===== config.mk =====
export PLATFORM = sky130hd
export DESIGN_NAME = run_slice_scanline_stretch
export DESIGN_NICKNAME = d
export VERILOG_FILES = /design/src/hdl/rss_pkg.sv /design/src/hdl/rss_regs.sv /design/src/hdl/rss_div.sv /design/src/hdl/run_slice_scanline_stretch.sv
export SDC_FILE = /design/constraint.sdc
export NUM_CORES = 1
export LEC_CHECK = 0
export ABC_AREA = 1
export BUFFER_PORTS_ARGS = -buffer_cell sky130_fd_sc_hd__buf_2
export CAP_MARGIN = 20
export CORE_MARGIN = 2
export CORE_UTILIZATION = 50
export DETAILED_ROUTE_END_ITERATION = 8
export PLACE_DENSITY = 0.69
export SLEW_MARGIN = 10
export SYNTH_ARGS = -nofsm -noshare
export SYNTH_HDL_FRONTEND = slang
export SYNTH_SLANG_ARGS = --single-unit
export TNS_END_PERCENT = 100

===== constraint.sdc =====
create_clock -name clk -period 3.3 [get_ports clk]
set_input_delay 0 -clock clk [delete_from_list [all_inputs] [get_ports clk]]
set_output_delay 0 -clock clk [all_outputs]
set_load 0.02 [all_outputs]

===== src/hdl/rss_pkg.sv =====
// Shared types and constants of the run-slice scanline stretcher.
package rss_pkg;

  // Fixed widths of the run and error fields
  localparam int RUN_W   = 11;
  localparam int ERR_W   = 13;
  localparam int COLOR_W = 8;

  // Configuration port
  localparam int ADDR_W = 4;
  localparam int DATA_W = 32;

  // Register indexes (byte address / 4)
  localparam logic [1:0] REG_DEST_SPAN   = 2'd0;
  localparam logic [1:0] REG_SRC_SPAN    = 2'd1;
  localparam logic [1:0] REG_TRANSPARENT = 2'd2;

  // Register reset values
  localparam logic [COLOR_W-1:0] TRANSPARENT_RESET = 8'hFF;

  // Sequencer states
  typedef enum logic [3:0] {
    S_IDLE  = 4'b0001,
    S_DIV   = 4'b0010,
    S_SETUP = 4'b0100,
    S_EMIT  = 4'b1000
  } state_t;

endpackage


===== src/hdl/rss_regs.sv =====
// APB-style configuration registers of the scanline stretcher.
module rss_regs
  import rss_pkg::*;
#(
  parameter int SPAN_BITS = 11
) (
  input  logic                 clk,
  input  logic                 rst,
  input  logic                 psel,
  input  logic                 penable,
  input  logic                 pwrite,
  input  logic [ADDR_W-1:0]    paddr,
  input  logic [DATA_W-1:0]    pwdata,
  output logic [DATA_W-1:0]    prdata,
  output logic                 pready,
  output logic [SPAN_BITS-1:0] dest_span,
  output logic [SPAN_BITS-1:0] src_span,
  output logic [COLOR_W-1:0]   transparent_color
);

  logic [1:0] reg_index;
  logic       wr_en;

  assign pready    = 1'b1;
  assign reg_index = paddr[ADDR_W-1:2];
  assign wr_en     = psel && penable && pwrite && pready;

  // Write on the access cycle of a transfer
  always_ff @(posedge clk) begin
    if (rst) begin
      dest_span         <= SPAN_BITS'(2);
      src_span          <= SPAN_BITS'(1);
      transparent_color <= TRANSPARENT_RESET;
    end else if (wr_en) begin
      case (reg_index)
        REG_DEST_SPAN:   dest_span         <= pwdata[SPAN_BITS-1:0];
        REG_SRC_SPAN:    src_span          <= pwdata[SPAN_BITS-1:0];
        REG_TRANSPARENT: transparent_color <= pwdata[COLOR_W-1:0];
        default: ;
      endcase
    end
  end

  // Read back the addressed register
  always_comb begin
    case (reg_index)
      REG_DEST_SPAN:   prdata = DATA_W'(dest_span);
      REG_SRC_SPAN:    prdata = DATA_W'(src_span);
      REG_TRANSPARENT: prdata = DATA_W'(transparent_color);
      default:         prdata = '0;
    endcase
  end

endmodule


===== src/hdl/rss_div.sv =====
// Iterative restoring divider, one quotient bit per cycle.
module rss_div #(
  parameter int W = 11
) (
  input  logic         clk,
  input  logic         rst,
  input  logic         start,
  input  logic [W-1:0] dividend,
  input  logic [W-1:0] divisor,
  output logic         done,
  output logic [W-1:0] quotient,
  output logic [W-1:0] remainder
);

  localparam int CW = $clog2(W + 1);

  logic [CW-1:0] count;
  logic [W-1:0]  dvs;
  logic [W:0]    partial;
  logic [W:0]    diff;
  logic          fits;

  // Trial subtract of the divisor from the shifted partial remainder
  assign partial = {remainder, quotient[W-1]};
  assign diff    = partial - {1'b0, dvs};
  assign fits    = !diff[W];

  // Iteration count and completion pulse
  always_ff @(posedge clk) begin
    if (rst) begin
      count <= '0;
      done  <= 1'b0;
    end else begin
      done <= 1'b0;
      if (start) begin
        count <= CW'(W);
      end else if (count != '0) begin
        count <= count - CW'(1);
        if (count == CW'(1)) begin
          done <= 1'b1;
        end
      end
    end
  end

  // Shift in one quotient bit per cycle
  always_ff @(posedge clk) begin
    if (start) begin
      remainder <= '0;
      quotient  <= dividend;
      dvs       <= divisor;
    end else if (count != '0) begin
      remainder <= fits ? diff[W-1:0] : partial[W-1:0];
      quotient  <= {quotient[W-2:0], fits};
    end
  end

endmodule


===== src/hdl/run_slice_scanline_stretch.sv =====
// Run-slice scanline stretcher: one run of destination pixels per source pixel.
//
// Usage: source pixels arrive on the in_valid/in_ready channel, one palette
// index per transfer; each pixel yields exactly one run on the
// out_valid/out_ready channel (color, length, draw flag, line-end mark).
// A line takes src_span+1 pixels; the last one carries line_end.
// dest_span, src_span and transparent_color are set over the APB port at byte
// addresses 0, 4 and 8; the user must set them only while the block is idle,
// which the block itself does not enforce. A pixel inside a line is accepted
// and then emitted. The first pixel of a line with src_span of 2 or more is
// accepted, the iterative divider computes dest_span / src_span, the run
// values are latched and the run is emitted; with src_span below 2 it skips the divide.
// One item is in flight at a time; a finished run sits in the output
// register, and the next pixel may be accepted while it waits. A stalled
// receiver holds the block only in the emit step.
// Reset: registers return to dest_span 2, src_span 1, transparent 255, the
// run values clear and the block waits for the first pixel of a line.
module run_slice_scanline_stretch
  import rss_pkg::*;
#(
  parameter int SPAN_BITS = 11
) (
  input  logic                clk,
  input  logic                rst,
  // configuration port
  input  logic                psel,
  input  logic                penable,
  input  logic                pwrite,
  input  logic [ADDR_W-1:0]   paddr,
  input  logic [DATA_W-1:0]   pwdata,
  output logic [DATA_W-1:0]   prdata,
  output logic                pready,
  // pixel input
  input  logic                in_valid,
  output logic                in_ready,
  input  logic [COLOR_W-1:0]  source_pixel,
  // run output
  output logic                out_valid,
  input  logic                out_ready,
  output logic [COLOR_W-1:0]  run_color,
  output logic [RUN_W-1:0]    run_length,
  output logic                draw,
  output logic                line_end
);

  localparam int EW   = ((ERR_W > SPAN_BITS + 2) ? ERR_W : SPAN_BITS + 2) + 1;
  localparam int LENW = (SPAN_BITS + 1 > RUN_W) ? SPAN_BITS + 1 : RUN_W;

  logic [SPAN_BITS-1:0] dest_span;
  logic [SPAN_BITS-1:0] src_span;
  logic [COLOR_W-1:0]   transparent_color;

  state_t               state;
  logic [SPAN_BITS-1:0] pixel_position;
  logic [COLOR_W-1:0]   pixel;
  logic [SPAN_BITS-1:0] base_run;
  logic [SPAN_BITS:0]   error_up;
  logic signed [ERR_W-1:0] error_term;
  logic [SPAN_BITS-1:0] first_run;
  logic [SPAN_BITS-1:0] final_run;

  logic                 in_xfer;
  logic                 line_start;
  logic                 short_line;
  logic                 div_start;
  logic                 div_done;
  logic [SPAN_BITS-1:0] quotient;
  logic [SPAN_BITS-1:0] remainder;

  logic signed [EW-1:0] err_ext;
  logic signed [EW-1:0] up_ext;
  logic signed [EW-1:0] src_ext;
  logic signed [EW-1:0] two_src;
  logic signed [EW-1:0] e_sum;
  logic signed [EW-1:0] e_dec;
  logic signed [EW-1:0] et_setup;
  logic                 step_up;
  logic                 at_start;
  logic                 at_end;
  logic                 last;
  logic [SPAN_BITS:0]   len_sel;
  logic [LENW-1:0]      len_wide;
  logic [SPAN_BITS-1:0] half_run;
  logic                 out_load;

  rss_regs #(
    .SPAN_BITS(SPAN_BITS)
  ) u_regs (
    .clk              (clk),
    .rst              (rst),
    .psel             (psel),
    .penable          (penable),
    .pwrite           (pwrite),
    .paddr            (paddr),
    .pwdata           (pwdata),
    .prdata           (prdata),
    .pready           (pready),
    .dest_span        (dest_span),
    .src_span         (src_span),
    .transparent_color(transparent_color)
  );

  rss_div #(
    .W(SPAN_BITS)
  ) u_div (
    .clk      (clk),
    .rst      (rst),
    .start    (div_start),
    .dividend (dest_span),
    .divisor  (src_span),
    .done     (div_done),
    .quotient (quotient),
    .remainder(remainder)
  );

  // Input handshake and line start decode
  assign in_ready   = (state == S_IDLE);
  assign in_xfer    = in_valid && in_ready;
  assign line_start = (pixel_position == '0);
  assign short_line = (src_span < SPAN_BITS'(2));
  assign div_start  = in_xfer && line_start && !short_line;

  // Error arithmetic, widened so the sign test sees no wrap
  assign err_ext = EW'(error_term);
  assign up_ext  = $signed({{(EW - SPAN_BITS - 1){1'b0}}, error_up});
  assign src_ext = $signed({{(EW - SPAN_BITS){1'b0}}, src_span});
  assign two_src = $signed({{(EW - SPAN_BITS - 1){1'b0}}, src_span, 1'b0});
  assign e_sum   = err_ext + up_ext;
  assign e_dec   = e_sum - two_src;
  assign step_up = (e_sum > 0);

  // Run values derived from quotient and remainder
  assign et_setup = $signed({{(EW - SPAN_BITS){1'b0}}, remainder}) - two_src +
                    (quotient[0] ? src_ext : '0);
  assign half_run = (quotient >> 1) + SPAN_BITS'(1);

  // Pick the run length for this pixel
  assign at_start = line_start;
  assign at_end   = !line_start && (pixel_position >= src_span);
  assign last     = at_start ? (src_span == '0) : at_end;

  always_comb begin
    if (at_start) begin
      len_sel = {1'b0, first_run};
    end else if (at_end) begin
      len_sel = {1'b0, final_run};
    end else begin
      len_sel = {1'b0, base_run} + {{SPAN_BITS{1'b0}}, step_up};
    end
  end

  assign len_wide = LENW'(len_sel);
  assign out_load = (state == S_EMIT) && (!out_valid || out_ready);

  // Sequencer: accept, divide, latch run values, emit
  always_ff @(posedge clk) begin
    if (rst) begin
      state          <= S_IDLE;
      pixel_position <= '0;
      base_run       <= '0;
      error_up       <= '0;
      error_term     <= '0;
      first_run      <= '0;
      final_run      <= '0;
    end else begin
      case (state)
        S_IDLE: begin
          if (in_xfer) begin
            if (line_start && !short_line) begin
              state <= S_DIV;
            end else begin
              state <= S_EMIT;
              if (line_start) begin
                base_run   <= '0;
                error_up   <= '0;
                error_term <= '0;
                first_run  <= '0;
                final_run  <= '0;
              end
            end
          end
        end
        S_DIV: begin
          if (div_done) begin
            state <= S_SETUP;
          end
        end
        S_SETUP: begin
          base_run   <= quotient;
          error_up   <= {remainder, 1'b0};
          error_term <= et_setup[ERR_W-1:0];
          final_run  <= half_run;
          first_run  <= (remainder == '0 && !quotient[0]) ?
                        half_run - SPAN_BITS'(1) : half_run;
          state      <= S_EMIT;
        end
        S_EMIT: begin
          if (out_load) begin
            state <= S_IDLE;
            if (!at_start && !at_end) begin
              error_term <= step_up ? e_dec[ERR_W-1:0] : e_sum[ERR_W-1:0];
            end
            pixel_position <= last ? '0 : pixel_position + SPAN_BITS'(1);
          end
        end
        default: state <= S_IDLE;
      endcase
    end
  end

  // Hold the accepted pixel
  always_ff @(posedge clk) begin
    if (in_xfer) begin
      pixel <= source_pixel;
    end
  end

  // Output register valid
  always_ff @(posedge clk) begin
    if (rst) begin
      out_valid <= 1'b0;
    end else if (out_load) begin
      out_valid <= 1'b1;
    end else if (out_ready) begin
      out_valid <= 1'b0;
    end
  end

  // Output register payload
  always_ff @(posedge clk) begin
    if (out_load) begin
      run_color  <= pixel;
      run_length <= len_wide[RUN_W-1:0];
      draw       <= (final_run != '0) && (pixel != transparent_color);
      line_end   <= last;
    end
  end

`ifndef SYNTHESIS
  // The divider finishes only while the sequencer waits for it
  a_div_done_in_div: assert property (@(posedge clk) disable iff (rst)
    div_done |-> state == S_DIV)
    else $error("divider completed outside the divide step");

  // A pixel inside a line goes straight to the emit step
  a_mid_to_emit: assert property (@(posedge clk) disable iff (rst)
    (in_xfer && !line_start) |=> state == S_EMIT)
    else $error("mid-line pixel did not go to emit");

  // A line-end run restarts the line
  a_line_restart: assert property (@(posedge clk) disable iff (rst)
    (out_load && last) |=> pixel_position == '0)
    else $error("line position not cleared after line end");
`endif

endmodule

## Word level (Yosys, flattened, before mapping)

Index checks and enable logic that the tools add are counted.

| storage, ports and cells | value |
|---|---|
| register bits after elaboration | 171 |
| logic and storage cells | 124 |
| bits of input ports | 51 |
| output and inout bits | 56 |

| cells by class | value |
|---|---|
| equal/unequal tests | 14 |
| $add $sub $neg | 10 |
| $lt $le $gt $ge | 3 |
| mux-type cells | 37 |
| bitwise gates (word level) | 1 |
| reductions and logical operators | 37 |

Operators by type and width:

| cell | count |
|---|---|
| 11-bit two-way mux | 11 |
| 13-bit two-way mux | 6 |
| 11-bit one-hot mux with 2 select lines | 3 |
| 13-bit one-hot mux with 3 select lines | 1 |
| 12-bit two-way mux | 3 |
| 11-bit zero test | 3 |
| 11-bit one-hot mux with 3 select lines | 1 |
| 4-bit two-way mux | 6 |
| 12-bit one-hot mux with 2 select lines | 1 |
| 4-bit one-hot mux with 4 select lines | 1 |
| 13-bit by 13-bit adder with 14-bit output | 1 |
| 14-bit by 1-bit > comparator with 1-bit output, second input constant | 1 |
| 13-bit by 12-bit adder with 13-bit output | 1 |
| 11-bit by 12-bit subtractor with 13-bit output | 1 |
| 13-bit subtractor | 1 |
| 12-bit by 11-bit subtractor with 12-bit output | 1 |
| 10-bit by 1-bit adder with 11-bit output, second input constant | 1 |
| 11-bit by 1-bit adder with 11-bit output | 1 |
| 11-bit by 1-bit adder with 11-bit output, second input constant | 1 |
| 11-bit >= comparator | 1 |
| 1-bit logical AND | 11 |
| 11-bit by 2-bit < comparator with 1-bit output, second input constant | 1 |
| 11-bit nonzero test | 1 |
| 11-bit by 1-bit subtractor with 11-bit output, second input constant | 1 |
| 24 further kinds | 42 |

## Longest topological paths before layout

| depth | value |
|---|---|
| depth after elaboration | 8 |
| mapped depth | 23 |
| mapped depth without buffers | 23 |

## Cells and area by module

From an unflattened synthesis, not the netlist that was laid out.

| unflattened totals | value |
|---|---|
| cells, all modules | 1561 |
| area, all modules | 11203.2 um^2 |

Modules (own cells, without submodules):

| module | cells an instance | seq. area each (um^2) | instances | area an instance (um^2) |
|---|---|---|---|---|
| run_slice_scanline_stretch | 1030 | 2332.2 | 1 | 7302.0 |
| rss_div | 293 | 980.9 | 1 | 2321.0 |
| rss_regs | 238 | 600.6 | 1 | 1580.3 |

## Least setup slack after synthesis

Ideal clock, no wire load.

| path | value |
|---|---|
| path type | reg2reg |
| from | register error_up[1] |
| to | register run_length[10] (data pin) |
| period minus slack after synthesis | 3018 ps |
| library setup time | 259 ps |
| data arrival time | 2759 ps |
| path buffers | 0 |
| stages on the path, launching flop included | 22 |
| path slack | 282 ps |
| path through | dfxtp_1 -> ha_1 -> fa_1 -> inv_1 -> nand2_1 -> nor3_1 -> nand3_1 -> nor2_1 -> nand2_1 -> nor2_2 -> nand2_2 -> nand2_2 -> inv_2 -> ha_1 -> ha_1 -> nand3_1 -> nor2_1 -> and3_1 -> nand2_1 -> xnor2_1 -> nand2_1 -> nand3_1 |

| on the way | value |
|---|---|
| longest elaborated chain between the ends | 5 |

Ends and longest elaborated chain:

| element | RTL line | RTL |
|---|---|---|
| start, declared | run_slice_scanline_stretch.sv:57 | `logic [SPAN_BITS:0] error_up;` |
| start signal, assigned | run_slice_scanline_stretch.sv:190 | `error_up <= {remainder, 1'b0};` |
| 13-bit by 13-bit adder with 14-bit output | run_slice_scanline_stretch.sv:128 | `assign e_sum = err_ext + up_ext;` |
| 14-bit by 1-bit > comparator with 1-bit output | run_slice_scanline_stretch.sv:130 | `assign step_up = (e_sum > 0);` |
| 11-bit by 1-bit adder with 11-bit output | run_slice_scanline_stretch.sv:148 | `len_sel = {1'b0, base_run} + {{SPAN_BITS{1'b0}}, step_up};` |
| 11-bit two-way mux | run_slice_scanline_stretch.sv:145 | `end else if (at_end) begin` |
| 11-bit two-way mux | run_slice_scanline_stretch.sv:143 | `if (at_start) begin` |
| net len_sel[10] | run_slice_scanline_stretch.sv:81 | `logic [SPAN_BITS:0] len_sel;` |
| end signal, assigned | run_slice_scanline_stretch.sv:233 | `run_length <= len_wide[RUN_W-1:0];` |
| end, declared | run_slice_scanline_stretch.sv:41 | `output logic [RUN_W-1:0] run_length,` |

The timed path passes the listed nets, and every way through them passes these cells.
A chain may end at the register's enable or synchronous reset.

## Worst setup path in the final report

Ends and elaborated chain as after synthesis.

==> out/metrics.csv <==
stage;metric;value;unit
clock_network;root_buffer;clkbuf_16;
yosys;ys_types;52;
routing;vias;9703;
power;p_clk_share;21.6;%
power;ir_drop;0.530;mV
yosys;synth_warnings;0;
timing;rsz0062_at_grt;true;
yosys;synth_compound_gate_area_share;15.2;%
final_layout;diodes;0;
clock_network;clock_latency;440;ps
power;netSwitchingPower;4420;uW
final_layout;fillers;1999;
yosys;yosysTopAreaCellShare;22.4;%
power;power.total;9910;uW
timing;hold_violations;0;
critical_path;critPathLaunchType;register;
final_layout;fin_util;58.0;%
routing;vias_per_cell;5.36;
yosys;synthXorXnorAreaFrac;3.37;%
yosys;synth_top_cells_by_count;nand2_1 (339), inv_1 (189), a21oi_1 (138);
critical_path;path_cells;ha_2 -> fa_2 -> nand2_2 -> nand3_4 -> nand3_1 -> nand2_1 -> nand2_1 -> nand2_1 -> nand3_1 -> nor2_1 -> nand2_2 -> nand2_2 -> inv_4 -> ha_2 -> ha_2 -> nand3_4 -> nor2_4 -> and3_1 -> nand2_1 -> xnor2_1 -> nand2_1 -> nand3_1;
global_routing;grt_util_all_layers;26.4;%
clock_network;cts_setup_buffers;0;
placed_design;placed_area;11300;um2
yosys;synth_mux_area_share;0;%
power;power.internal;5480;uW
placed_design;gp_congestion;0.903;
power;pwr-share-comb;49.1;%
timing;drv_slew;0;
clock_network;clk_path_buf_depth;2;
timing;slew_headroom;55.0;%
clock_network;cts_buffers;17;
outcome;status;complete, no violations;
die;die-area;22500;um2
die;die_w;150;um
die;start_util;50.8;%
timing;worst_slew_pin_slew;668;ps
critical_path;end_kind;register;
timing;fin_crit;3160;ps
critical_path;crit_family;simple AND/OR/NAND/NOR gates;
global_routing;grt_max_degree;53;
final_layout;syn_to_final_growth;14.2;%
routing;first_pass_iters;7;
die;io_pins;107;
global_routing;antenna_found_initial;0;
yosys;avgSynthCellArea;7.44;um2
die;die_y;150;um
yosys;postSynthCellCount;1432;
power;p_seq_share;29.3;%
final_layout;nNetsFinal;1647;
clock_network;tritoncts;done;
timing;hold_slack;56.2;ps
worst_hold_path;hp-class;in -> reg;
power;switching_share;44.6;%
critical_path;path_common_cell;nand2_1;
yosys;synth-edff-count;51;
critical_path;cp_max_fo;4;
yosys;syn_area;10600;um2
critical_path;worstPathRequired;3490;ps
yosys;netlist_top_cells_area;dfxtp_1 (22%), edfxtp_1 (14%), nand2_1 (12%), ha_1 (7.2%), inv_1 (6.7%);
timing;finClkSkew;13.4;ps
power;power_density;815;nW/um2
global_routing;grt_first_pass_wirelength;46500;um
final_layout;drive_above_1_share;12.4;%
global_routing;grt-ovfl-total;0;
yosys;yosysSeqAreaShare;36.8;%
yosys;synthAdderAreaFrac;9.61;%
yosys;ys.flop_type;dfxtp_1;
yosys;synth_top_area_cell;dfxtp_1;
yosys;synth_top_family_by_area;simple AND/OR/NAND/NOR gates;
power;p_leak;0.00541;uW
yosys;synth.most_common_cell;nand2_1;
routing;wl_per_cell;15.9;um
clock_network;cts_sinks;170;
flow_run;maxCapViolations;0;
routing;drtIter0Drc;656;
final_layout;stdcell_area;12200;um2
timing;setup_viol;0;
critical_path;crit_slowest_cell;fa_2;
routing;wirelength;28800;um
die;coreArea;21000;um2
critical_path;worstPathArrival;3350;ps
die;fp-row-count;53;
yosys;synth_seq_cells;170;
critical_path;worstSetupPathType;reg -> reg;
timing;finalCritPeriodShare;95.7;%
placed_design;hpwlAfterDp;21800;um
clock_network;path_clk_slew;70;ps
clock_network;h-tree-depth;4;
yosys;yosys.area_share.simple;24.7;%
critical_path;slowest_delay;410;ps
routing;drtAntennaViolNets;0;
global_routing;grt_pass1_vias;9000;
placed_design;io_buffer_count;61;
critical_path;cp.buffers_inverters;1;
yosys;ys_async_sr_fraction;0;%
timing;fmax;0.317;GHz
routing;drc_errors;0;
==> sequential cells by signal, indices dropped and copies added (netlist names) <==
| name | count |
|---|---|
| error_up | 11 |
| u_div.remainder | 11 |
| u_div.done | 1 |
| draw | 1 |
| error_term | 13 |
| u_div.quotient | 11 |
| first_run | 11 |
| state | 4 |
| u_regs.transparent_color | 8 |
| u_div.count | 4 |
| u_regs.dest_span | 11 |
| final_run | 11 |
| run_length | 11 |
| base_run | 11 |
| u_div.dvs | 11 |
| out_valid | 1 |
| u_regs.src_span | 11 |
| line_end | 1 |
| pixel | 8 |
| run_color | 8 |
| pixel_position | 11 |
==> cells by family (layout without fill, tap and decap cells) <==
family                   after synthesis  after routing
AO/OA/AOI/OAI                        289            289
XOR/XNOR                              41             41
adder cells (fa/ha/maj)               74             74
buffers and inverters                262            345
flip-flops                           170            170
other                                  2             22
AND/OR/NAND/NOR                      594            594
==> tightest hold or removal path, stage by stage <==
cell and delay (ps):
buf_2 100, nand3_1 130, nor2_1 80, o211ai_1 150
==> metal layers <==
| metal | up-vias | routed length [um] | part of all wire, % | track usage [%] |
|---|---|---|---|---|
| met5 | - | 0 | 0 | 0 |
| met4 | 0 | 427 | 1.5 | 6.23 |
| met3 | 31 | 1650 | 5.7 | 3.99 |
| met2 | 287 | 13200 | 46 | 42.4 |
| met1 | 4510 | 13600 | 47 | 37.6 |
| li1 | 4875 | - | - | - |
==> final cells by class <==
class,count,area (um2),area share [%]
Timing Repair Buffer,115,763,6.28
Clock buffer,19,433,3.56
Multi-Input combinational cell,1020,5770,47.5
Tap cell,275,344,2.83
Sequential cell,170,3910,32.2
Inverter,198,747,6.14
Clock inverter,13,186,1.53
==> power by group through the flow <==
stage / registers (uW) / clock network, uW / logic, uW
after floorplan: 2830 / 0 / 3640
after global placement: 2930 / 0 / 4710
after detailed placement: 2940 / 0 / 4760
after CTS: 2900 / 2160 / 4820
after global routing: 2930 / 2260 / 5510
final: 2900 / 2140 / 4860
==> final timing paths <==
| path | endpoint | from | slack, ps | depth (start not counted) |
|---|---|---|---|---|
| min reg2reg | first_run[4]$_SDFFE_PP0P_ | first_run[4]$_SDFFE_PP0P_ | 470 | 2 |
| min | u_regs.src_span[0]$_SDFFE_PP1P_ | penable | 60 | 4 |
| max | run_length[10]$_DFFE_PP_ | error_up[1]$_SDFFE_PP0P_ | 140 | 22 |
| max reg2reg | run_length[10]$_DFFE_PP_ | error_up[1]$_SDFFE_PP0P_ | 140 | 22 |
==> layout by cell type, fill, tap and decap left out, types with 12 or more instances in the layout <==
cell type	instances
dlygate4sd3_1	21
nor2_1	89
conb_1	22
o211ai_1	15
dfxtp_1	119
a21oi_1	137
buf_4	33
buf_2	61
nand2_1	339
inv_1	189
xor2_1	29
o21ai_0	81
xnor2_1	12
nand4_1	17
clkbuf_16	17
fa_1	12
edfxtp_1	51
nand3_1	80
ha_1	57
==> stage by stage <==
step	TNS (ps)	instances	setup slack (ps)
2_1_floorplan	0	1452	282
3_3_place_gp	0	1757	76.5
3_5_place_dp	0	1757	1.85
4_1_cts	0	1810	39.6
5_1_grt	-88.0	1810	-70.8
6_report	0	1810	140
==> repair_timing <==
action                                  in CTS  in global routing
gates resized for setup                      1                 12
hold buffers                                21                  0
endpoints found under the hold margin       40                  0
pin swaps                                    0                  4
endpoints found under the setup margin       1                  9
(Power assumes the default switching activity.)
